$ cat src/design/rau_pkg.sv
`timescale 1ns / 1ps
// Shared types and codes for the rational arithmetic unit.
// No dependencies.
package rau_pkg;
	typedef enum logic [1:0] {
		OP_ADD = 2'd0,
		OP_SUB = 2'd1,
		OP_MUL = 2'd2,
		OP_DIV = 2'd3
	} op_t;

	typedef enum logic [1:0] {
		ST_OK   = 2'd0,
		ST_ZDEN = 2'd1,
		ST_OVF  = 2'd2
	} status_t;

	typedef enum logic [3:0] {
		S_IDLE,
		S_MUL1,
		S_MUL2,
		S_MUL3,
		S_COMB,
		S_GCD,
		S_DIVN,
		S_DIVD,
		S_DONE
	} state_t;
endpackage

$ cat src/design/rau_divider.sv
`timescale 1ns / 1ps
// Shared restoring divider, one quotient bit per cycle; remainder also given.
// Depends on nothing.
module rau_divider #(
	parameter int W = 64
) (
	input  logic         clk,
	input  logic         arst_n,
	input  logic         go,
	input  logic [W-1:0] dividend,
	input  logic [W-1:0] divisor,
	output logic         done,
	output logic [W-1:0] quo,
	output logic [W-1:0] rem
);
	localparam int CW = $clog2(W + 1);
	logic [CW-1:0] cnt_q;
	logic          run_q;
	logic [W-1:0]  quo_q;
	logic [W-1:0]  rem_q;
	logic [W-1:0]  dsr_q;
	logic [W:0]    trial;

	assign trial = {rem_q, quo_q[W-1]} - {1'b0, dsr_q};

	always_ff @(posedge clk or negedge arst_n) begin
		if (!arst_n) begin
			run_q <= 1'b0;
			cnt_q <= '0;
			done  <= 1'b0;
		end else begin
			done <= 1'b0;
			if (go) begin
				run_q <= 1'b1;
				cnt_q <= CW'(W);
			end else if (run_q) begin
				cnt_q <= cnt_q - 1'b1;
				if (cnt_q == CW'(1)) begin
					run_q <= 1'b0;
					done  <= 1'b1;
				end
			end
		end
	end

	always_ff @(posedge clk) begin
		if (go) begin
			quo_q <= dividend;
			rem_q <= '0;
			dsr_q <= divisor;
		end else if (run_q) begin
			if (!trial[W]) begin
				rem_q <= trial[W-1:0];
				quo_q <= {quo_q[W-2:0], 1'b1};
			end else begin
				rem_q <= {rem_q[W-2:0], quo_q[W-1]};
				quo_q <= {quo_q[W-2:0], 1'b0};
			end
		end
	end

	assign quo = quo_q;
	assign rem = rem_q;
endmodule

$ cat src/design/rational_arith_unit_core.sv
`timescale 1ns / 1ps
// Top level of the rational arithmetic unit.
// Depends on rau_pkg and rau_divider.
//
// Usage: drive opcode and the four operands with start high while busy is
// low; that edge takes the beat. busy stays high while the item is worked.
// The result (result_num, result_den, status) is shown for exactly one cycle
// with done high and cannot be held off by the receiver.
// Two cross products (three for add and subtract) go through one multiplier,
// one per cycle. The gcd is a Euclid loop on the shared 2*VALUE_WIDTH-bit
// divider; two more divisions reduce the
// numerator and denominator. Zero denominators and divide by zero go straight
// to the done state; a zero numerator still runs the two reducing divisions.
// One item is worked at a time.
// Reset returns the sequencer to idle with no result pending.
module rational_arith_unit_core #(
	parameter int VALUE_WIDTH = 32
) (
	input  logic                   clk,
	input  logic                   arst_n,
	input  logic                   start,
	output logic                   busy,
	output logic                   done,
	input  logic [1:0]             opcode,
	input  logic signed [31:0]     a_num,
	input  logic signed [31:0]     a_den,
	input  logic signed [31:0]     b_num,
	input  logic signed [31:0]     b_den,
	output logic signed [31:0]     result_num,
	output logic [30:0]            result_den,
	output logic [1:0]             status
);
	localparam int VW = VALUE_WIDTH;
	localparam int DW = 2 * VALUE_WIDTH;

	rau_pkg::state_t state_q, state_d;

	logic [VW-1:0] am_q, adm_q, bm_q, bdm_q;
	logic          an_q, ad_q, bn_q, bd_q;
	logic [1:0]    op_q;
	logic [DW-1:0] m1_q, m2_q, dm_q, nm_q, x_q, y_q, g_q;
	logic          nneg_q;
	logic [1:0]    mcnt_q;

	logic [VW-1:0] mul_a, mul_b;
	logic [DW-1:0] mul_p;
	logic          div_go, div_done;
	logic [DW-1:0] div_n, div_d, div_quo, div_rem;
	logic          div_wait_q;

	function automatic logic [VW-1:0] mag(input logic [31:0] raw);
		logic [VW-1:0] v;
		v = raw[VW-1:0];
		return v[VW-1] ? (~v + 1'b1) : v;
	endfunction

	// magnitude of the most negative value wraps to itself, which is correct
	assign mul_p = DW'(mul_a) * DW'(mul_b);

	always_comb begin
		mul_a = am_q;
		mul_b = bdm_q;
		case (mcnt_q)
			2'd0: begin
				mul_a = am_q;
				mul_b = (op_q == rau_pkg::OP_MUL) ? bm_q : bdm_q;
			end
			2'd1: begin
				mul_a = adm_q;
				mul_b = (op_q == rau_pkg::OP_DIV) ? bm_q : bdm_q;
			end
			2'd2: begin
				mul_a = bm_q;
				mul_b = adm_q;
			end
			default: begin
				mul_a = am_q;
				mul_b = bdm_q;
			end
		endcase
	end

	rau_divider #(.W(DW)) u_div (
		.clk(clk), .arst_n(arst_n), .go(div_go),
		.dividend(div_n), .divisor(div_d),
		.done(div_done), .quo(div_quo), .rem(div_rem)
	);

	logic          s1, s2;
	logic [DW-1:0] limit;
	logic          zero_in;
	logic [DW-1:0] nm_red, dm_red;
	logic [DW-1:0] nm_c;
	logic          nneg_c;

	assign limit = DW'(1) << (VW - 1);
	assign zero_in = (mag(a_den) == '0) || (mag(b_den) == '0)
		|| ((opcode == rau_pkg::OP_DIV) && (mag(b_num) == '0));

	always_comb begin
		s1 = an_q ^ bd_q;
		s2 = bn_q ^ ad_q ^ (op_q == rau_pkg::OP_SUB);
	end

	always_comb begin
		nm_c   = m1_q;
		nneg_c = an_q ^ bd_q;
		case (op_q)
			rau_pkg::OP_ADD, rau_pkg::OP_SUB: begin
				if (s1 == s2) begin
					nm_c   = m1_q + m2_q;
					nneg_c = s1;
				end else if (m1_q >= m2_q) begin
					nm_c   = m1_q - m2_q;
					nneg_c = s1;
				end else begin
					nm_c   = m2_q - m1_q;
					nneg_c = s2;
				end
			end
			rau_pkg::OP_MUL: begin
				nm_c   = m1_q;
				nneg_c = an_q ^ bn_q;
			end
			default: begin
				nm_c   = m1_q;
				nneg_c = an_q ^ bd_q;
			end
		endcase
	end

	always_ff @(posedge clk or negedge arst_n) begin
		if (!arst_n) begin
			state_q <= rau_pkg::S_IDLE;
		end else begin
			state_q <= state_d;
		end
	end

	always_comb begin
		state_d = state_q;
		case (state_q)
			rau_pkg::S_IDLE: if (start) state_d = zero_in ? rau_pkg::S_DONE : rau_pkg::S_MUL1;
			rau_pkg::S_MUL1: state_d = rau_pkg::S_MUL2;
			rau_pkg::S_MUL2: state_d = (op_q == rau_pkg::OP_ADD || op_q == rau_pkg::OP_SUB)
				? rau_pkg::S_MUL3 : rau_pkg::S_COMB;
			rau_pkg::S_MUL3: state_d = rau_pkg::S_COMB;
			rau_pkg::S_COMB: state_d = rau_pkg::S_GCD;
			rau_pkg::S_GCD: if (!div_wait_q && y_q == '0) state_d = rau_pkg::S_DIVN;
			rau_pkg::S_DIVN: if (div_done) state_d = rau_pkg::S_DIVD;
			rau_pkg::S_DIVD: if (div_done) state_d = rau_pkg::S_DONE;
			rau_pkg::S_DONE: state_d = rau_pkg::S_IDLE;
			default: state_d = rau_pkg::S_IDLE;
		endcase
	end

	always_comb begin
		div_go = 1'b0;
		div_n  = x_q;
		div_d  = y_q;
		case (state_q)
			rau_pkg::S_GCD: begin
				div_go = !div_wait_q && (y_q != '0);
			end
			rau_pkg::S_DIVN: begin
				div_n = nm_q;
				div_d = g_q;
				div_go = !div_wait_q;
			end
			rau_pkg::S_DIVD: begin
				div_n = dm_q;
				div_d = g_q;
				div_go = !div_wait_q;
			end
			default: div_go = 1'b0;
		endcase
	end

	assign nm_red = m1_q;
	assign dm_red = div_quo;

	always_ff @(posedge clk or negedge arst_n) begin
		if (!arst_n) begin
			div_wait_q <= 1'b0;
			done       <= 1'b0;
			mcnt_q     <= '0;
		end else begin
			done <= (state_q == rau_pkg::S_DONE);
			if (div_go) div_wait_q <= 1'b1;
			else if (div_done) div_wait_q <= 1'b0;
			case (state_q)
				rau_pkg::S_IDLE: mcnt_q <= '0;
				rau_pkg::S_MUL1, rau_pkg::S_MUL2: mcnt_q <= mcnt_q + 1'b1;
				default: mcnt_q <= mcnt_q;
			endcase
		end
	end

	always_ff @(posedge clk) begin
		case (state_q)
			rau_pkg::S_IDLE: begin
				op_q  <= opcode;
				am_q  <= mag(a_num);
				adm_q <= mag(a_den);
				bm_q  <= mag(b_num);
				bdm_q <= mag(b_den);
				an_q  <= a_num[VW-1];
				ad_q  <= a_den[VW-1];
				bn_q  <= b_num[VW-1];
				bd_q  <= b_den[VW-1];
				result_num <= '0;
				result_den <= 31'd1;
				status <= zero_in ? rau_pkg::ST_ZDEN : rau_pkg::ST_OK;
			end
			rau_pkg::S_MUL1: m1_q <= mul_p;
			rau_pkg::S_MUL2: dm_q <= mul_p;
			rau_pkg::S_MUL3: m2_q <= mul_p;
			rau_pkg::S_COMB: begin
				nm_q   <= nm_c;
				nneg_q <= nneg_c;
				// Euclid runs on (den, num); a zero numerator ends it at once
				x_q <= dm_q;
				y_q <= nm_c;
			end
			rau_pkg::S_GCD: begin
				if (div_done) begin
					x_q <= y_q;
					y_q <= div_rem;
				end
				g_q <= x_q;
			end
			rau_pkg::S_DIVN: if (div_done) m1_q <= div_quo;
			rau_pkg::S_DIVD: begin
				if (div_done) begin
					if (nm_q == '0) begin
						result_num <= '0;
						result_den <= 31'd1;
						status <= rau_pkg::ST_OK;
					end else if (dm_red > limit - 1'b1
						|| nm_red > ((nneg_q ^ ad_q ^ ((op_q == rau_pkg::OP_DIV) ? bn_q : bd_q))
						? limit : limit - 1'b1)) begin
						result_num <= '0;
						result_den <= 31'd1;
						status <= rau_pkg::ST_OVF;
					end else begin
						result_num <= (nneg_q ^ ad_q ^ ((op_q == rau_pkg::OP_DIV) ? bn_q : bd_q))
							? 32'(-64'(nm_red)) : 32'(nm_red);
						result_den <= 31'(dm_red);
						status <= rau_pkg::ST_OK;
					end
				end
			end
			default: ;
		endcase
	end

	assign busy = (state_q != rau_pkg::S_IDLE);

	a_done_after_done_state: assert property (@(posedge clk) disable iff (!arst_n)
		(state_q == rau_pkg::S_DONE) |=> done)
		else $error("done missing after final state");
	a_no_done_idle: assert property (@(posedge clk) disable iff (!arst_n)
		done |-> $past(busy))
		else $error("done without work");
	a_div_go_idle: assert property (@(posedge clk) disable iff (!arst_n)
		div_go |-> !div_wait_q)
		else $error("divider restarted while running");
	a_status_ok_den: assert property (@(posedge clk) disable iff (!arst_n)
		done |-> (result_den != '0))
		else $error("zero denominator out");
endmodule
$ cat config.mk
export PLATFORM = sky130hd
export DESIGN_NAME = rational_arith_unit_core
export DESIGN_NICKNAME = d
export VERILOG_FILES = /design/src/design/rau_pkg.sv /design/src/design/rau_divider.sv /design/src/design/rational_arith_unit_core.sv
export SDC_FILE = /design/constraint.sdc
export NUM_CORES = 2
export LEC_CHECK = 0
export ABC_AREA = 1
export BUFFER_PORTS_ARGS = -buffer_cell sky130_fd_sc_hd__buf_2
export CORE_MARGIN = 2
export CORE_UTILIZATION = 25
export DETAILED_ROUTE_END_ITERATION = 10
export PLACE_DENSITY_LB_ADDON = 0.08
export SETUP_SLACK_MARGIN = 0.3
export SYNTH_ARGS = -nofsm -noshare
export SYNTH_HDL_FRONTEND = slang
export SYNTH_SLANG_ARGS = --single-unit
$ cat constraint.sdc
create_clock -name clk -period 12.6 [get_ports clk]
set_input_delay 2.52 -clock clk [delete_from_list [all_inputs] [get_ports clk]]
set_output_delay 2.52 -clock clk [all_outputs]
set_load 0.01 [all_outputs]
# After elaboration in Yosys (flattened, before gate mapping)
# Index checks and enable logic that the tools add are counted.
# op_classes
add_sub_neg	11
mul	1
n_lt_le_gt_ge	3
n_eq_ne	21
n_mux	61
bitwise	10
n_reduce_logical	31
# ops
op	count
$mux W64	10
$pmux W64 S2	4
$mux W32	10
$add A32 B1 Y32 const B	4
$logic_not A64 Y1	2
$not A32 Y32	4
$pmux W32 S2	2
$sub A64 B64 Y64	2
$mux W31	4
$logic_not A32 Y1	3
$pmux W32 S3	1
$sub A65 B64 Y65	1
$add A64 B64 Y64	1
$ge A64 B64 Y1	1
$gt A64 B31 Y1 const B	1
$gt A64 B32 Y1	1
$mul A32 B32 Y64	1
$reduce_bool A64 Y1	1
$pmux W31 S2	1
$neg A32 Y32	1
$pmux W4 S8	1
$mux W4	5
$eq A4 B3 Y1 const B	4
$mux W7	2
27 further kinds	71
# totals
register_bits	857
inputBits	133
output_inout_bits	67
word_cells	169

# Logic depth before layout (Yosys ltp)
# logic_depth
depth_word	10
depth_mapped	39
mapped_depth_nobuf	38

# Modules after synthesis
# Synthesis repeated with hierarchy kept, for this count alone.
# unflattened
hier_cells	13645
area_unflattened_um2	98376.9
# by_module_without_submodules
module	instances	cells_each	area_each_um2	seq_area_each_um2
rational_arith_unit_core	1	11352	83800.4	19658.9
rau_divider	1	2293	14576.5	5350.1

# Worst setup path before layout
# OpenSTA, ideal clock, no wires.
# synth_path
path_kind	reg-to-reg
startpoint	reg state_q[3]
endpoint	reg result_den[0], enable pin
setup_ns	0.578
arrival_time_ns	10.030
required_time_ns	12.022
path_slack_ns	1.993
stages_incl_launch_ff	6
n_path_buf	0
period_less_slack_ns	10.607
cell_sequence	dfrtp_1 > nor2_1 > inv_1 > nor2_1 > inv_1 > o21ai_0
# synth_between
elab_chain_cells	3
elab_cells_between_ends	5
cone_classes	2 x eq/ne; 3 x reduce/logical
# synth_rtl
element	line_no	source
start, declared	rational_arith_unit_core.sv:36	rau_pkg::state_t state_q, state_d;
start signal, assigned	rational_arith_unit_core.sv:134	state_q <= rau_pkg::S_IDLE;
start signal, assigned	rational_arith_unit_core.sv:136	state_q <= state_d;
$eq A4 B3 Y1 / $logic_not A4 Y1 (equally long branches)	rational_arith_unit_core.sv:200	case (state_q)
$ne A2 B1 Y1 (no source line) / $reduce_bool A2 Y1 (equally long branches)	n/a	
$reduce_and A2 Y1 (no source line) (*)	n/a	
end signal, assigned	rational_arith_unit_core.sv:248	result_den <= 31'(dm_red);
end, declared	rational_arith_unit_core.sv:30	output logic [30:0] result_den,
# Mark *: on every way between the ends. The rest lies on a longest branch, timed or not.
# A chain may end at the register's enable or synchronous reset.

# Worst setup path in the final report
# layout_path
startpoint	reg mcnt_q[1]
endpoint	reg m1_q[63], data pin
# layout_between
elab_chain_cells	4
elab_cells_between_ends	7
cone_classes	1 x mul; 2 x eq/ne; 3 x mux; 1 x reduce/logical
# layout_rtl
element	line_no	source
start, declared	rational_arith_unit_core.sv:43	logic [1:0] mcnt_q;
start signal, assigned	rational_arith_unit_core.sv:193	rau_pkg::S_MUL1, rau_pkg::S_MUL2: mcnt_q <= mcnt_q + 1'b1;
start signal, assigned	rational_arith_unit_core.sv:194	default: mcnt_q <= mcnt_q;
$eq A2 B2 Y1 (tied with other cells)	rational_arith_unit_core.sv:63	case (mcnt_q)
$pmux W32 S3 / $pmux W32 S2 (equally long branches)	rational_arith_unit_core.sv:63	
$mul A32 B32 Y64 (*)	rational_arith_unit_core.sv:58	assign mul_p = DW'(mul_a) * DW'(mul_b);
net mul_p[63]	rational_arith_unit_core.sv:46	logic [DW-1:0] mul_p;
$pmux W64 S2 (*)	rational_arith_unit_core.sv:200	
end signal, assigned	rational_arith_unit_core.sv:215	rau_pkg::S_MUL1: m1_q <= mul_p;
end signal, assigned	rational_arith_unit_core.sv:232	rau_pkg::S_DIVN: if (div_done) m1_q <= div_quo;
end, declared	rational_arith_unit_core.sv:41	logic [DW-1:0] m1_q, m2_q, dm_q, nm_q, x_q, y_q, g_q;
# Mark *: on every way through the listed nets, which the timed path passes. The rest lies on a longest branch.

==> results.py <==
metrics = {
    "outcome": {
        "status": "completed",
    },
    "die": {
        "io_pins": 200,
        "start_util": 0.2508,
        "dieArea_sq_mm": 0.3879,
        "die_w_um": 622.8,
        "row_count": 227,
        "coreArea_sq_mm": 0.3817,
        "die_h_um": 622.8,
    },
    "worst_setup_path": {
        "crit_path_start_kind": "flop",
        "critPathMaxFanout": 30,
        "cp.buffers_inverters": 10,
        "r2r-end": "m1_q[63]$_DFFE_PP_",
        "crit_type": "reg2reg",
        "arrival_ns": 12.20,
        "rr_worst_depth": 32,
        "critPathCaptureType": "flop",
        "cp_common_cell": "fa_1",
        "slowest_stage": "ha_2",
        "r2r_slack_ns": 1.08,
        "r2r_start": "mcnt_q[1]$_DFFE_PN0P_",
        "slowest_delay_ns": 0.83,
        "critical_path.top_delay_family": "adder cells",
        "cp.required_ns": 13.29,
    },
    "timing": {
        "fin_worst_skew_ns": 0.1553,
        "setup_tns_ns": 0,
        "hold_violations": 0,
        "worst_pin_slew_ns": 1.370,
        "min_period_over_period": 0.9142,
        "layout_setup_ws_ns": 1.081,
        "slew_headroom": 0.08073,
        "rsz0062_at_grt": "no",
        "setup_violations": 0,
        "fin_crit_ns": 11.52,
        "fmax_mhz": 86.81,
        "final_max_slew_viol_count": 0,
    },
    "synth": {
        "yosys.area.top_type_share": 0.2434,
        "netlist_instances": 12830,
        "syn_area_sq_mm": 0.09573,
        "async_flop_share": 0.01984,
        "synth-edff-count": 776,
        "synthesis.nets": 14420,
        "synth.area.top_cells": "edfxtp_1 24%, fa_1 19%, nand2_1 15%, inv_1 9.0%, ha_1 7.3%",
        "synth.largest_area_cell": "edfxtp_1",
        "ys_warn_count": 0,
        "synth_flop_cell": "edfxtp_1",
        "ys_seq_area_frac": 0.2612,
        "ys_types": 60,
        "yosys_register_bits": 857,
        "avgSynthCellArea_sq_um": 7.462,
    },
    "clocking": {
        "clkTransAtPathRegs_ns": 0.06,
        "cts_resized": 0,
        "cts_made_buffers": 115,
        "insertion_delay_ns": 0.92,
        "clock_path_buffers": 4,
        "cts_setup_buffers": 0,
        "cts_hold_buf": 0,
        "cts_tree": "built",
        "htree_levels": 3,
        "cts_root_buf": "clkbuf_16",
        "clkSinkCount": 857,
    },
    "detailed_routing": {
        "finalWirelength_um": 500500,
        "postRouteAntennaNets": 0,
        "wl_per_cell_um": 27.77,
        "drt_first_pass_iters": 6,
        "drc": 0,
        "drtIter0Drc": 7360,
        "vias": 86670,
        "avgViaCountPerCell": 4.809,
    },
    "hold_path": {
        "hp-start": "x_q[1]$_DFFE_PP_",
        "whs_endpoint": "g_q[1]$_DFFE_PP_",
        "hp-class": "reg2reg",
        "whs_path_depth": 0,
    },
    "grt": {
        "grt_max_degree": 154,
        "grt_first_pass_wirelength_um": 697300,
        "gr-total-overflow": 0,
        "grt_pass1_vias": 89070,
        "antenna_found_initial": 18,
        "grt_usage": 0.2528,
    },
    "power": {
        "peakVddDrop_mv": 0.1319,
        "cellPowerDensity_mw_per_mm2": 61.90,
        "p_leak_nw": 50.20,
    },
    "cells_and_area": {
        "final_common_cell": "nand2_1",
        "area.growth.synth_to_final_pct": 11.23,
        "drive_gt1_frac": 0.06200,
        "final_cell_mix": "3714 x nand2_1, 2294 x inv_1, 1464 x nor2_1, 900 x fa_1, 776 x edfxtp_1",
        "nets": 14470,
    },
    "run": {
        "maxCapViolCount": 0,
    },
    "place": {
        "place.gp.congestion": 0.9435,
        "portBuffers": 199,
        "dp_slack_ns": 0.8690,
        "dp_hpwl_um": 412000,
    },
}
-- routing by layer --
metal,global-route usage,up-vias,share of wire
li1,-,39860,-
met5,0,-,0.000054
met3,0.02607,533,0.046
met4,0.09137,4,0.042
met1,0.3319,43630,0.44
met2,0.4294,2636,0.47
-- where the power goes --
group / internal [W] / switching, W / total (W)
Combinational: 0.0000500 / 0.000106 / 0.000156
Clock: 0.00196 / 0.00141 / 0.00337
Sequential: 0.00307 / 0 / 0.00307
-- how the worst max path moves through the flow --
stage                     slack [ns]  depth (start not counted)                    from                     endpoint
final                           1.08                         32   mcnt_q[1]$_DFFE_PN0P_           m1_q[63]$_DFFE_PP_
after global routing            0.57                         32   mcnt_q[0]$_DFFE_PN0P_           m1_q[63]$_DFFE_PP_
after CTS                       0.87                         32   mcnt_q[0]$_DFFE_PN0P_           m1_q[63]$_DFFE_PP_
after detailed placement        0.87                         32   mcnt_q[0]$_DFFE_PN0P_           m1_q[63]$_DFFE_PP_
after global placement          0.44                         29   mcnt_q[0]$_DFFE_PN0P_           m1_q[63]$_DFFE_PP_
after floorplan                 1.99                          5  state_q[3]$_DFFE_PN0P_  result_den[0]$_SDFFCE_PP1P_
-- flip-flops by register name (all words and copies together), names as in the netlist, 7 cells and up --
name / flops
m2_q: 64
x_q: 64
bm_q: 32
nm_q: 64
y_q: 64
result_num: 32
u_div.dsr_q: 64
result_den: 31
bdm_q: 32
am_q: 32
dm_q: 64
u_div.quo: 64
u_div.cnt_q: 7
g_q: 64
m1_q: 64
u_div.rem: 64
adm_q: 32
-- per-stage QoR --
step / cells / total power [W] / hold slack, ns / util / instance area (sq um)
finish: 18020 / 0.006590 / 0.4436 / 0.2789 / 106500
global route: 18010 / 0.006788 / 0.4474 / 0.2789 / 106500
CTS: 18010 / 0.006678 / 0.4375 / 0.2788 / 106400
detailed placement: 17800 / 0.003284 / 0.4363 / 0.2691 / 102700
global placement: 17800 / 0.003283 / 0.4337 / 0.2690 / 102700
floorplan: 12830 / 0.003209 / 0.4267 / - / 95730
-- Yosys cell counts (12+ instances only) --
cell type and count:
nand2_1 3718, inv_1 2296, nor2_1 1472, fa_1 900, edfxtp_1 776, ha_1 560, o21ai_0 517, a21oi_1 451
nand3_1 443, clkbuf_1 287, xor2_1 233, nand4_1 110, nor3_1 84, o21ai_1 80, xnor2_1 73, dfxtp_1 64
nand2_2 64, buf_2 62, a41oi_1 57, nor4_1 52, o21bai_1 50, o211ai_1 49, inv_2 48, buf_4 45
a31oi_1 35, a21o_1 33, nand3b_1 28, buf_1 22, buf_6 22, o221ai_1 19, clkinv_1 18, dfrtp_1 17
nor2_2 16, nor2_4 14, and2_1 13, o21a_1 12
-- area by class of cell --
type                    count  area (sq um)
fillers                 42110        275300
multi-input cells        9170         60190
flip-flops and latches    857         25010
inverters                2362          8872
well taps                5038          6304
clock buffers             148          3082
repair buffers            373          2327
clock inverters            58         654.4
diodes                     14         35.03
-- cells by family (layout without fill, tap and decap cells) --
kind of cell	after synthesis	in the layout	share of synthesized area
and+or+nand+nor	6057	6057	0.2557
buffers and inverters	2802	2941	0.1145
adders and majority gates	1460	1460	0.2614
AOI/OAI and AO/OA	1346	1346	0.07911
DFF	857	857	0.2612
xor gates and xnor gates	306	306	0.02800
muxes	1	1	0.0001046
other	0	14	0
(Power assumes the default switching activity.)
